File: src/rtl/mmp2_pkg.sv
// ----------------------------------------------------------------------------
// mmp2_pkg: shared types and constants for the 2x2 modular matrix power
// prime modulus, barrett reciprocal, matrix type and sequencer codes
// ----------------------------------------------------------------------------
package mmp2_pkg;

  localparam int unsigned ENTRY_W = 30;
  localparam int unsigned EXP_W   = 63;
  localparam int unsigned MUL_W   = 32;

  // prime modulus at entry width and at multiplier width
  localparam logic [ENTRY_W-1:0] MODULUS     = 30'd1000000007;
  localparam logic [MUL_W-1:0]   MODULUS_W   = 32'd1000000007;
  localparam logic [MUL_W-1:0]   TWO_MODULUS = 32'd2000000014;

  // floor(2^61 / modulus), fits in 32 bits
  localparam logic [63:0]      MU_FULL = 64'h2000000000000000 / 64'd1000000007;
  localparam logic [MUL_W-1:0] MU      = MU_FULL[MUL_W-1:0];

  typedef struct packed {
    logic [ENTRY_W-1:0] e00;
    logic [ENTRY_W-1:0] e01;
    logic [ENTRY_W-1:0] e10;
    logic [ENTRY_W-1:0] e11;
  } mat_t;

  typedef enum logic [1:0] {
    ST_IDLE,
    ST_BIT,
    ST_MUL
  } state_t;

  typedef enum logic [2:0] {
    PH_T0,
    PH_T1,
    PH_SUM,
    PH_QEST,
    PH_QP,
    PH_FIX
  } phase_t;

  typedef enum logic {
    OP_ACC,
    OP_SQR
  } op_t;

endpackage

File: src/rtl/modular_matrix_power_2x2.sv
// ----------------------------------------------------------------------------
// modular_matrix_power_2x2: 2x2 matrix power modulo 1000000007
// square-and-multiply over the exponent bits on one shared 32x32 multiplier
// ----------------------------------------------------------------------------
// one squaring per significant exponent bit and one multiply per set bit;
//   no product at all for a zero exponent
// each matrix product takes its 4 entries in turn on the single 32x32 multiplier,
//   each through phases T0, T1, SUM, QEST, QP and FIX, after one decision state
// one item at a time; the next item is taken the cycle after the result is
//   loaded into the output register, even while that result is still stalled
// rst clears the sequencer and the output valid; payload registers are not reset
// ----------------------------------------------------------------------------
module modular_matrix_power_2x2 (
  input  logic                           clk,
  input  logic                           rst,
  input  logic                           in_valid,
  output logic                           in_stall,
  input  logic [mmp2_pkg::EXP_W-1:0]     exponent,
  input  logic [mmp2_pkg::ENTRY_W-1:0]   base_a00,
  input  logic [mmp2_pkg::ENTRY_W-1:0]   base_a01,
  input  logic [mmp2_pkg::ENTRY_W-1:0]   base_a10,
  input  logic [mmp2_pkg::ENTRY_W-1:0]   base_a11,
  output logic                           out_valid,
  input  logic                           out_stall,
  output logic [mmp2_pkg::ENTRY_W-1:0]   pow_r00,
  output logic [mmp2_pkg::ENTRY_W-1:0]   pow_r01,
  output logic [mmp2_pkg::ENTRY_W-1:0]   pow_r10,
  output logic [mmp2_pkg::ENTRY_W-1:0]   pow_r11
);
  import mmp2_pkg::*;

  // entry k = {row, col}
  function automatic logic [ENTRY_W-1:0] get_entry(mat_t m, logic [1:0] k);
    logic [ENTRY_W-1:0] v;
    case (k)
      2'd0:    v = m.e00;
      2'd1:    v = m.e01;
      2'd2:    v = m.e10;
      default: v = m.e11;
    endcase
    return v;
  endfunction

  function automatic mat_t set_entry(mat_t m, logic [1:0] k, logic [ENTRY_W-1:0] v);
    mat_t r;
    r = m;
    case (k)
      2'd0:    r.e00 = v;
      2'd1:    r.e01 = v;
      2'd2:    r.e10 = v;
      default: r.e11 = v;
    endcase
    return r;
  endfunction

  // raw 30-bit input is below twice the modulus: one conditional subtract
  function automatic logic [ENTRY_W-1:0] fold(logic [ENTRY_W-1:0] v);
    return (v >= MODULUS) ? (v - MODULUS) : v;
  endfunction

  // sequencer
  state_t state, state_next;
  phase_t phase;
  logic [1:0] entry;
  op_t op;

  // operands and partial results
  mat_t base;
  mat_t accm;
  mat_t tmp;
  logic [EXP_W-1:0] exp_rem;

  // shared multiplier and reduction path
  logic [MUL_W-1:0]   mul_a, mul_b;
  logic [2*MUL_W-1:0] prod;
  logic [60:0]        sum;
  logic [MUL_W-1:0]   diff, red_w;
  logic [ENTRY_W-1:0] red;
  logic [ENTRY_W-1:0] x0, x1, y0, y1;
  mat_t lhs;
  mat_t new_m;

  logic take_in;
  logic load_out;
  logic last_fix;

  assign take_in  = (state == ST_IDLE) && in_valid;
  assign load_out = (state == ST_BIT) && (exp_rem == '0) && (!out_valid || !out_stall);
  assign last_fix = (state == ST_MUL) && (phase == PH_FIX) && (entry == 2'd3);
  assign in_stall = (state != ST_IDLE);

  // left operand is the running power for the multiply step, else the base
  assign lhs = (op == OP_SQR) ? base : accm;
  assign x0  = get_entry(lhs, {entry[1], 1'b0});
  assign x1  = get_entry(lhs, {entry[1], 1'b1});
  assign y0  = get_entry(base, {1'b0, entry[0]});
  assign y1  = get_entry(base, {1'b1, entry[0]});

  // operand select for the one multiplier
  always_comb begin
    case (phase)
      PH_T0: begin
        mul_a = {2'b00, x0};
        mul_b = {2'b00, y0};
      end
      PH_T1: begin
        mul_a = {2'b00, x1};
        mul_b = {2'b00, y1};
      end
      PH_QEST: begin
        // top 32 bits of the sum times the reciprocal
        mul_a = sum[60:29];
        mul_b = MU;
      end
      PH_QP: begin
        // quotient estimate times the modulus
        mul_a = prod[63:32];
        mul_b = MODULUS_W;
      end
      default: begin
        mul_a = '0;
        mul_b = '0;
      end
    endcase
  end

  // quotient estimate is at most 2 low, so the remainder is below 3 * modulus
  // and fits in 32 bits; two compares bring it below the modulus
  always_comb begin
    diff = sum[31:0] - prod[31:0];
    if (diff >= TWO_MODULUS) begin
      red_w = diff - TWO_MODULUS;
    end else if (diff >= MODULUS_W) begin
      red_w = diff - MODULUS_W;
    end else begin
      red_w = diff;
    end
    red   = red_w[ENTRY_W-1:0];
    new_m = set_entry(tmp, entry, red);
  end

  // state register
  always_ff @(posedge clk) begin
    if (rst) begin
      state <= ST_IDLE;
    end else begin
      state <= state_next;
    end
  end

  // next state
  always_comb begin
    state_next = state;
    case (state)
      ST_IDLE: begin
        if (in_valid) begin
          state_next = ST_BIT;
        end
      end
      ST_BIT: begin
        // exponent used up: hand the result over once the output register is free
        if (exp_rem == '0) begin
          if (load_out) begin
            state_next = ST_IDLE;
          end
        end else begin
          state_next = ST_MUL;
        end
      end
      ST_MUL: begin
        if (last_fix) begin
          state_next = ST_BIT;
        end
      end
      default: state_next = ST_IDLE;
    endcase
  end

  // step counters
  always_ff @(posedge clk) begin
    if (rst) begin
      phase <= PH_T0;
      entry <= '0;
      op    <= OP_ACC;
    end else if (state == ST_BIT) begin
      phase <= PH_T0;
      entry <= '0;
      // set low bit: multiply into the running power first, then square
      op    <= exp_rem[0] ? OP_ACC : OP_SQR;
    end else if (state == ST_MUL) begin
      case (phase)
        PH_T0:   phase <= PH_T1;
        PH_T1:   phase <= PH_SUM;
        PH_SUM:  phase <= PH_QEST;
        PH_QEST: phase <= PH_QP;
        PH_QP:   phase <= PH_FIX;
        default: begin
          phase <= PH_T0;
          entry <= entry + 2'd1;
        end
      endcase
    end
  end

  // datapath
  always_ff @(posedge clk) begin
    prod <= 64'(mul_a) * 64'(mul_b);

    if (state == ST_MUL) begin
      if (phase == PH_T1) begin
        sum <= 61'(prod[59:0]);
      end else if (phase == PH_SUM) begin
        sum <= sum + 61'(prod[59:0]);
      end
      if (phase == PH_FIX) begin
        tmp <= new_m;
      end
    end

    if (take_in) begin
      exp_rem  <= exponent;
      base.e00 <= fold(base_a00);
      base.e01 <= fold(base_a01);
      base.e10 <= fold(base_a10);
      base.e11 <= fold(base_a11);
      accm.e00 <= ENTRY_W'(1);
      accm.e01 <= '0;
      accm.e10 <= '0;
      accm.e11 <= ENTRY_W'(1);
    end else if (last_fix) begin
      if (op == OP_ACC) begin
        // low bit consumed; the squaring for this bit follows
        accm       <= new_m;
        exp_rem[0] <= 1'b0;
      end else begin
        base    <= new_m;
        exp_rem <= exp_rem >> 1;
      end
    end
  end

  // output register
  always_ff @(posedge clk) begin
    if (rst) begin
      out_valid <= 1'b0;
    end else if (load_out) begin
      out_valid <= 1'b1;
    end else if (!out_stall) begin
      out_valid <= 1'b0;
    end
  end

  always_ff @(posedge clk) begin
    if (load_out) begin
      pow_r00 <= accm.e00;
      pow_r01 <= accm.e01;
      pow_r10 <= accm.e10;
      pow_r11 <= accm.e11;
    end
  end

endmodule

File: config.mk
export PLATFORM = sky130hd
export DESIGN_NAME = modular_matrix_power_2x2
export DESIGN_NICKNAME = d
export VERILOG_FILES = /design/src/rtl/mmp2_pkg.sv /design/src/rtl/modular_matrix_power_2x2.sv
export SDC_FILE = /design/constraint.sdc
export NUM_CORES = 2
export LEC_CHECK = 0
export BUFFER_PORTS_ARGS = -buffer_cell sky130_fd_sc_hd__buf_2
export CAP_MARGIN = 20
export CORE_UTILIZATION = 70
export CTS_BUF_LIST = sky130_fd_sc_hd__clkbuf_4
export CTS_CLUSTER_DIAMETER = 120
export DETAILED_ROUTE_END_ITERATION = 10
export PLACE_DENSITY = 0.87
export SLEW_MARGIN = 20
export SYNTH_ARGS = -nofsm -noshare
export SYNTH_HDL_FRONTEND = slang
export SYNTH_SLANG_ARGS = --single-unit
File: constraint.sdc
create_clock -name clk -period 40.3 [get_ports clk]
set_clock_uncertainty 0.2 [all_clocks]
set_input_delay 12.09 -clock clk [delete_from_list [all_inputs] [get_ports clk]]
set_output_delay 12.09 -clock clk [all_outputs]
set_load 0.05 [all_outputs]
* Yosys cells after proc, flatten, opt, wreduce, memory -nomap -nowiden
Cells that the tools add are included.
Operators by class: reduce and logical (&&, ||, !) cells 25, bitwise operators 4, $lt $le $gt $ge 6, multiply operators 1, eq/ne operators 14, shift-type cells 0, $add $sub $neg 9, div/mod/pow operators 0, muxes and demuxes 35
Operators with widths (count):
- $mux W120 | 4
- $mux W30 | 12
- $pmux W32 S4 | 2
- $sub A30 B30 Y30 const B | 6
- $mux W63 | 2
- $ge A30 B30 Y1 const B | 4
- $pmux W30 S2 | 2
- $mul A32 B32 Y64 | 1
- $logic_not A63 Y1 | 1
- $mux W62 | 1
- $add A61 B60 Y61 | 1
- $mux W61 | 1
- $mux W60 | 1
- $ge A32 B30 Y1 const B | 1
- $ge A32 B31 Y1 const B | 1
- $sub A32 B32 Y32 | 1
- $pmux W3 S5 | 1
- $reduce_and A2 Y1 | 5
- $mux W2 | 4
- $reduce_bool A2 Y1 | 4
- $eq A2 B2 Y1 const B | 3
- $eq A3 B2 Y1 const B | 2
- $eq A3 B3 Y1 const B | 2
- $pmux W2 S3 | 1
- 17 further kinds | 31
Storage, ports and cells: bits in writable memories 0, output and inout bits 122, memory bits (read-only) 0, word-level logic and storage cells 120, bits in registers 677, latch bits 0, input bits 187, memories 0

* Logic depth before layout (Yosys ltp)
depth in word-level cells 8, depth in mapped cells 40, depth with buffers taken out 35

* Worst setup path after synthesis
No wires, ideal clock.
path kind reg-to-reg, start point register state[1], end point register base[0] (netlist name) (enable), path buffers 1, clock period less this slack 24.995 ns, arrival 23.821 ns, cell stages (with the launch flop) 7, setup time 0.974 ns, data required time 39.126 ns, setup slack 15.305 ns, cells stage by stage dfxtp_1 clkbuf_1 nor2b_1 nand2_1 nor3b_1 nand2_1 o21ai_0
Between the ends: word-level cells in the longest chain between the ends 5, elaborated cells on any way between the ends 8, those cells by class eq/ne: 1; reduce/logical: 7
Ends and longest elaborated chain:
- from (decl) | RTL line modular_matrix_power_2x2.sv:62 | state_t state, state_next;
- from (signal assigned) | RTL line modular_matrix_power_2x2.sv:147 | state <= state_next;
- $eq A2 B2 Y1 | RTL line modular_matrix_power_2x2.sv:89 | assign last_fix = (state == ST_MUL) && (phase == PH_FIX) && (entry == 2'd3);
- $logic_and A1 B1 Y1 (2 in series) | RTL line modular_matrix_power_2x2.sv:89
- $reduce_bool A2 Y1 (no line)
- $reduce_and A2 Y1 (no line) *
- to (signal assigned) | RTL line modular_matrix_power_2x2.sv:236 | base <= new_m;
- to (decl) | RTL line modular_matrix_power_2x2.sv:68 | mat_t base;
Mark *: on every way between the ends. The rest lies on a longest branch, timed or not. A chain may end at the register's enable or synchronous reset.

* Final worst setup path
start point input base_a11[3] (netlist name), end point register base[6] (netlist name) (data pin)
Between the ends: word-level cells in the longest chain between the ends 3, elaborated cells on any way between the ends 4, those cells by class add/sub: 1; order compare: 1; mux: 2
Ends and longest elaborated chain:
- from (decl) | RTL line modular_matrix_power_2x2.sv:22 | input logic [mmp2_pkg::ENTRY_W-1:0] base_a11,
- $sub A30 B30 Y30 or $ge A30 B30 Y1 (tied branches) | RTL line modular_matrix_power_2x2.sv:58 | return (v >= MODULUS) ? (v - MODULUS) : v;
- $mux W30 * | RTL line modular_matrix_power_2x2.sv:58
- $mux W120 * | RTL line modular_matrix_power_2x2.sv:220 | if (take_in) begin
Marks and branches as above.

==> results by group <==
Outcome
  • Outcome: complete, no violations

Routing
  • Drt first pass iters: 7
  • DRT antenna net count: 0
  • DR vias/cell: 6.54
  • Initial drt markers: 8563
  • Drt total wl: 253000 microns
  • Vias post-DR: 60300
  • Detailed-route DRC error count: 0
  • Wire length per cell: 27.5 microns

Setup path
  • Path depth of the worst reg2reg path: 33
  • Slowest CP cell: nor4_1
  • Worst Setup End Kind: flop
  • Crit Path Class: input pin to flop
  • Bufs and invs on worst path: 1
  • Crit path launch: base_a11[3]
  • Worst EP required: 40.93 ns
  • Critical R2R Launch: entry[1]$_SDFFE_PP0P_
  • Critical path arrival: 15.65 ns
  • Slowest stage delay, CP: 0.57 ns
  • CP delay by family, top: compound AO/OA/AOI/OAI gates
  • R2r endpoint: prod[56]$_DFF_P_
  • Critical Path, Cell by Cell: buf_2 -> nor4_1 -> a31oi_1 -> o21ai_0 -> a21oi_1 -> o21ai_0 -> a21oi_1 -> o31a_1 -> o2111a_1 -> nand2_1 -> nor4_1 -> xor2_1 -> a21oi_1 -> o21ai_0
  • Reg2Reg Setup Slack: 27.59 ns
  • Crit path max fanout: 16
  • Setup crit start kind: input pin

Cells and area
  • Most common cell after layout, fill and taps aside: inv_1
  • Layout cell share with drive strength beyond 1: 12.1%
  • Area delta synth->final: 7.48%
  • Most frequent cells in the layout: inv_1 (1169), nand2_1 (947), fa_1 (867), nor2_1 (839), edfxtp_1 (484)
  • Fin nets: 9214
  • Fill cells: 6778

Die
  • Height of the die: 318 microns
  • Die area: 101000 sq um
  • Core Rows: 115
  • IO Pins: 309
  • Core area: 98600 sq um
  • Initial core utilization: 70.9%
  • DIE WIDTH: 318 microns

Clock network
  • Worst-Skew Late Latency: 1.13 ns
  • CTS tree: built
  • Htree depth: 4
  • TritonCTS Buffers: 169
  • Root Buffer: clkbuf_4
  • Clock sinks: 677
  • CTS Hold Buffers Added: 0
  • Cts repair resizes: 0
  • CTS Buffer Depth: 3
  • Clock Pin Slew Worst Setup and Hold Paths: 0.07 ns
  • Setup repair bufs after CTS: 0

Synthesis
  • #FFs+latches synth: 677
  • Cell Area, Synth: 69800 sq um
  • Synth top area cells: fa_1 (25%), edfxtp_1 (21%), ha_1 (7.0%)
  • Post-synth top area cell: fa_1
  • Syn Inst Count: 7555
  • Sequential element share of the synthesized area: 26.3%
  • Yosys warns: 0
  • FFs w/ async S/R, synth: 0%
  • Synthesized area per cell: 9.24 sq um
  • Post-synth EDFFs: 484
  • Post-synth top flop: edfxtp_1
  • Count of cell types in the netlist: 100
  • Top cell type's share of synthesized area: 24.9%

GRT
  • Total global routing overflow: 0
  • Global-route wire length before repair: 375000 microns
  • Vias in the first global route: 61100
  • Initial antenna violation count: 28
  • Largest net degree at the start of global routing: 98
  • GRT Resource Usage Total: 50.7%

Pwr
  • PwrDens: 88.5 nW/um^2
  • Pleak: 34.6 nW
  • Worst vdd ir: 104 uV

Worst hold path
  • Min-delay worst type: flop to flop
  • Hold Startpoint: accm[10]$_SDFFE_PP0P_
  • Worst Hold Path EP: pow_r11[10]$_DFFE_PP_
  • Hold Path Cell Cnt: 0

Timing
  • Final setup viols: 0
  • RSZ-0062 raised after global routing: no
  • Slew margin rel.: 10.9%
  • Final-report max-slew violation count: 0
  • Final WS setup: 25.28 ns
  • Hold Vio Cnt, Final: 0
  • Worst slew pin tran: 1.33 ns
  • Max Freq: 0.0666 GHz
  • Setup_tns: 0 ns
  • Tmin final: 15.02 ns
  • Period utilization: 37.3%

Flow run
  • Max Cap Viol: 0

Placed design
  • Pre-CTS setup slack: 24.07 ns
  • Dpl hpwl: 196000 microns
  • Final GP Congestion: 1.05
  • IO Port Bufs: 308
==> layer usage <==
metal	vias to the layer above	part of all wire [%]	GRT usage (%)
met2	4738	42	74.6
met4	16	10	41.8
li1	25200	-	-
met5	-	0.043	0
met1	29100	33	60.0
met3	1277	15	17.7
==> power by group <==
group          total, mW  internal [mW]  switching (mW)
clock              0.634          0.310           0.324
combinational       5.02           1.71            3.31
sequential         0.990          0.905          0.0841
total               6.64           2.93            3.71
==> synth_stat cells, types with 50 or more instances <==
cell type	number
inv_1	1169
nand2_1	948
fa_1	867
nor2_1	844
edfxtp_1	484
ha_1	393
a21oi_1	373
clkbuf_1	334
o21ai_0	252
dfxtp_1	193
xnor2_1	174
mux2i_1	142
nand3_1	111
a21o_1	101
nor3_1	78
xor2_1	76
mux2_2	73
and3_1	67
a31oi_1	60
a211oi_1	54
nor2b_1	50
==> logic make-up after synthesis <==
logic type               synth area share (%)
AND/OR/NAND/NOR                          14.3
buffers and inverters                    8.56
adder cells (fa/ha/maj)                  31.9
AO/OA/AOI/OAI                            10.9
flip-flops                               26.3
multiplexers                             4.81
XOR/XNOR                                 3.20
other                                  0.0108
==> final cells by class <==
| type | instances | area [sq um] | share of cell area, % |
|---|---|---|---|
| clock buffer | 258 | 1940 | 2.58 |
| inverter | 1175 | 4410 | 5.88 |
| multi-input combinational | 5313 | 45800 | 61.0 |
| timing repair buffer | 431 | 2460 | 3.28 |
| tap | 1287 | 1610 | 2.15 |
| antenna | 24 | 60.1 | 0.0800 |
| clock inverter | 58 | 350 | 0.467 |
| sequential | 677 | 18400 | 24.5 |
==> state kept, by name, indices dropped and copies added, names as in the netlist <==
signal / flops
accm: 120
base: 120
entry: 2
exp_rem: 63
op: 1
out_valid: 1
phase: 3
pow_r00: 30
pow_r01: 30
pow_r10: 30
pow_r11: 30
prod: 64
state: 2
sum: 61
tmp: 120
==> worst max-delay path by stage <==
stage,endpoint,slack [ns],cells past startpoint
2_1_floorplan,base[0]$_DFFE_PP_,15.31,6
4_1_cts,base[10]$_DFFE_PP_,25.20,13
3_3_place_gp,base[21]$_DFFE_PP_,24.23,12
3_5_place_dp,base[13]$_DFFE_PP_,24.07,12
6_report,base[6]$_DFFE_PP_,25.28,14
5_1_grt,base[25]$_DFFE_PP_,25.05,14
==> metrics by stage <==
stage	utilization, %	power (mW)	hold slack (ns)	instance area [sq um]	std cells
final	76.2	6.64	0.248	75100	9223
after global routing	76.1	6.99	0.264	75000	9209
after detailed placement	73.8	5.75	0.237	72700	8882
after floorplan	-	4.14	0.217	69900	7567
after global placement	73.8	5.69	0.234	72700	8882
after CTS	76.1	6.44	0.247	75000	9198
No activity file was read; power rests on OpenSTA's default activity.
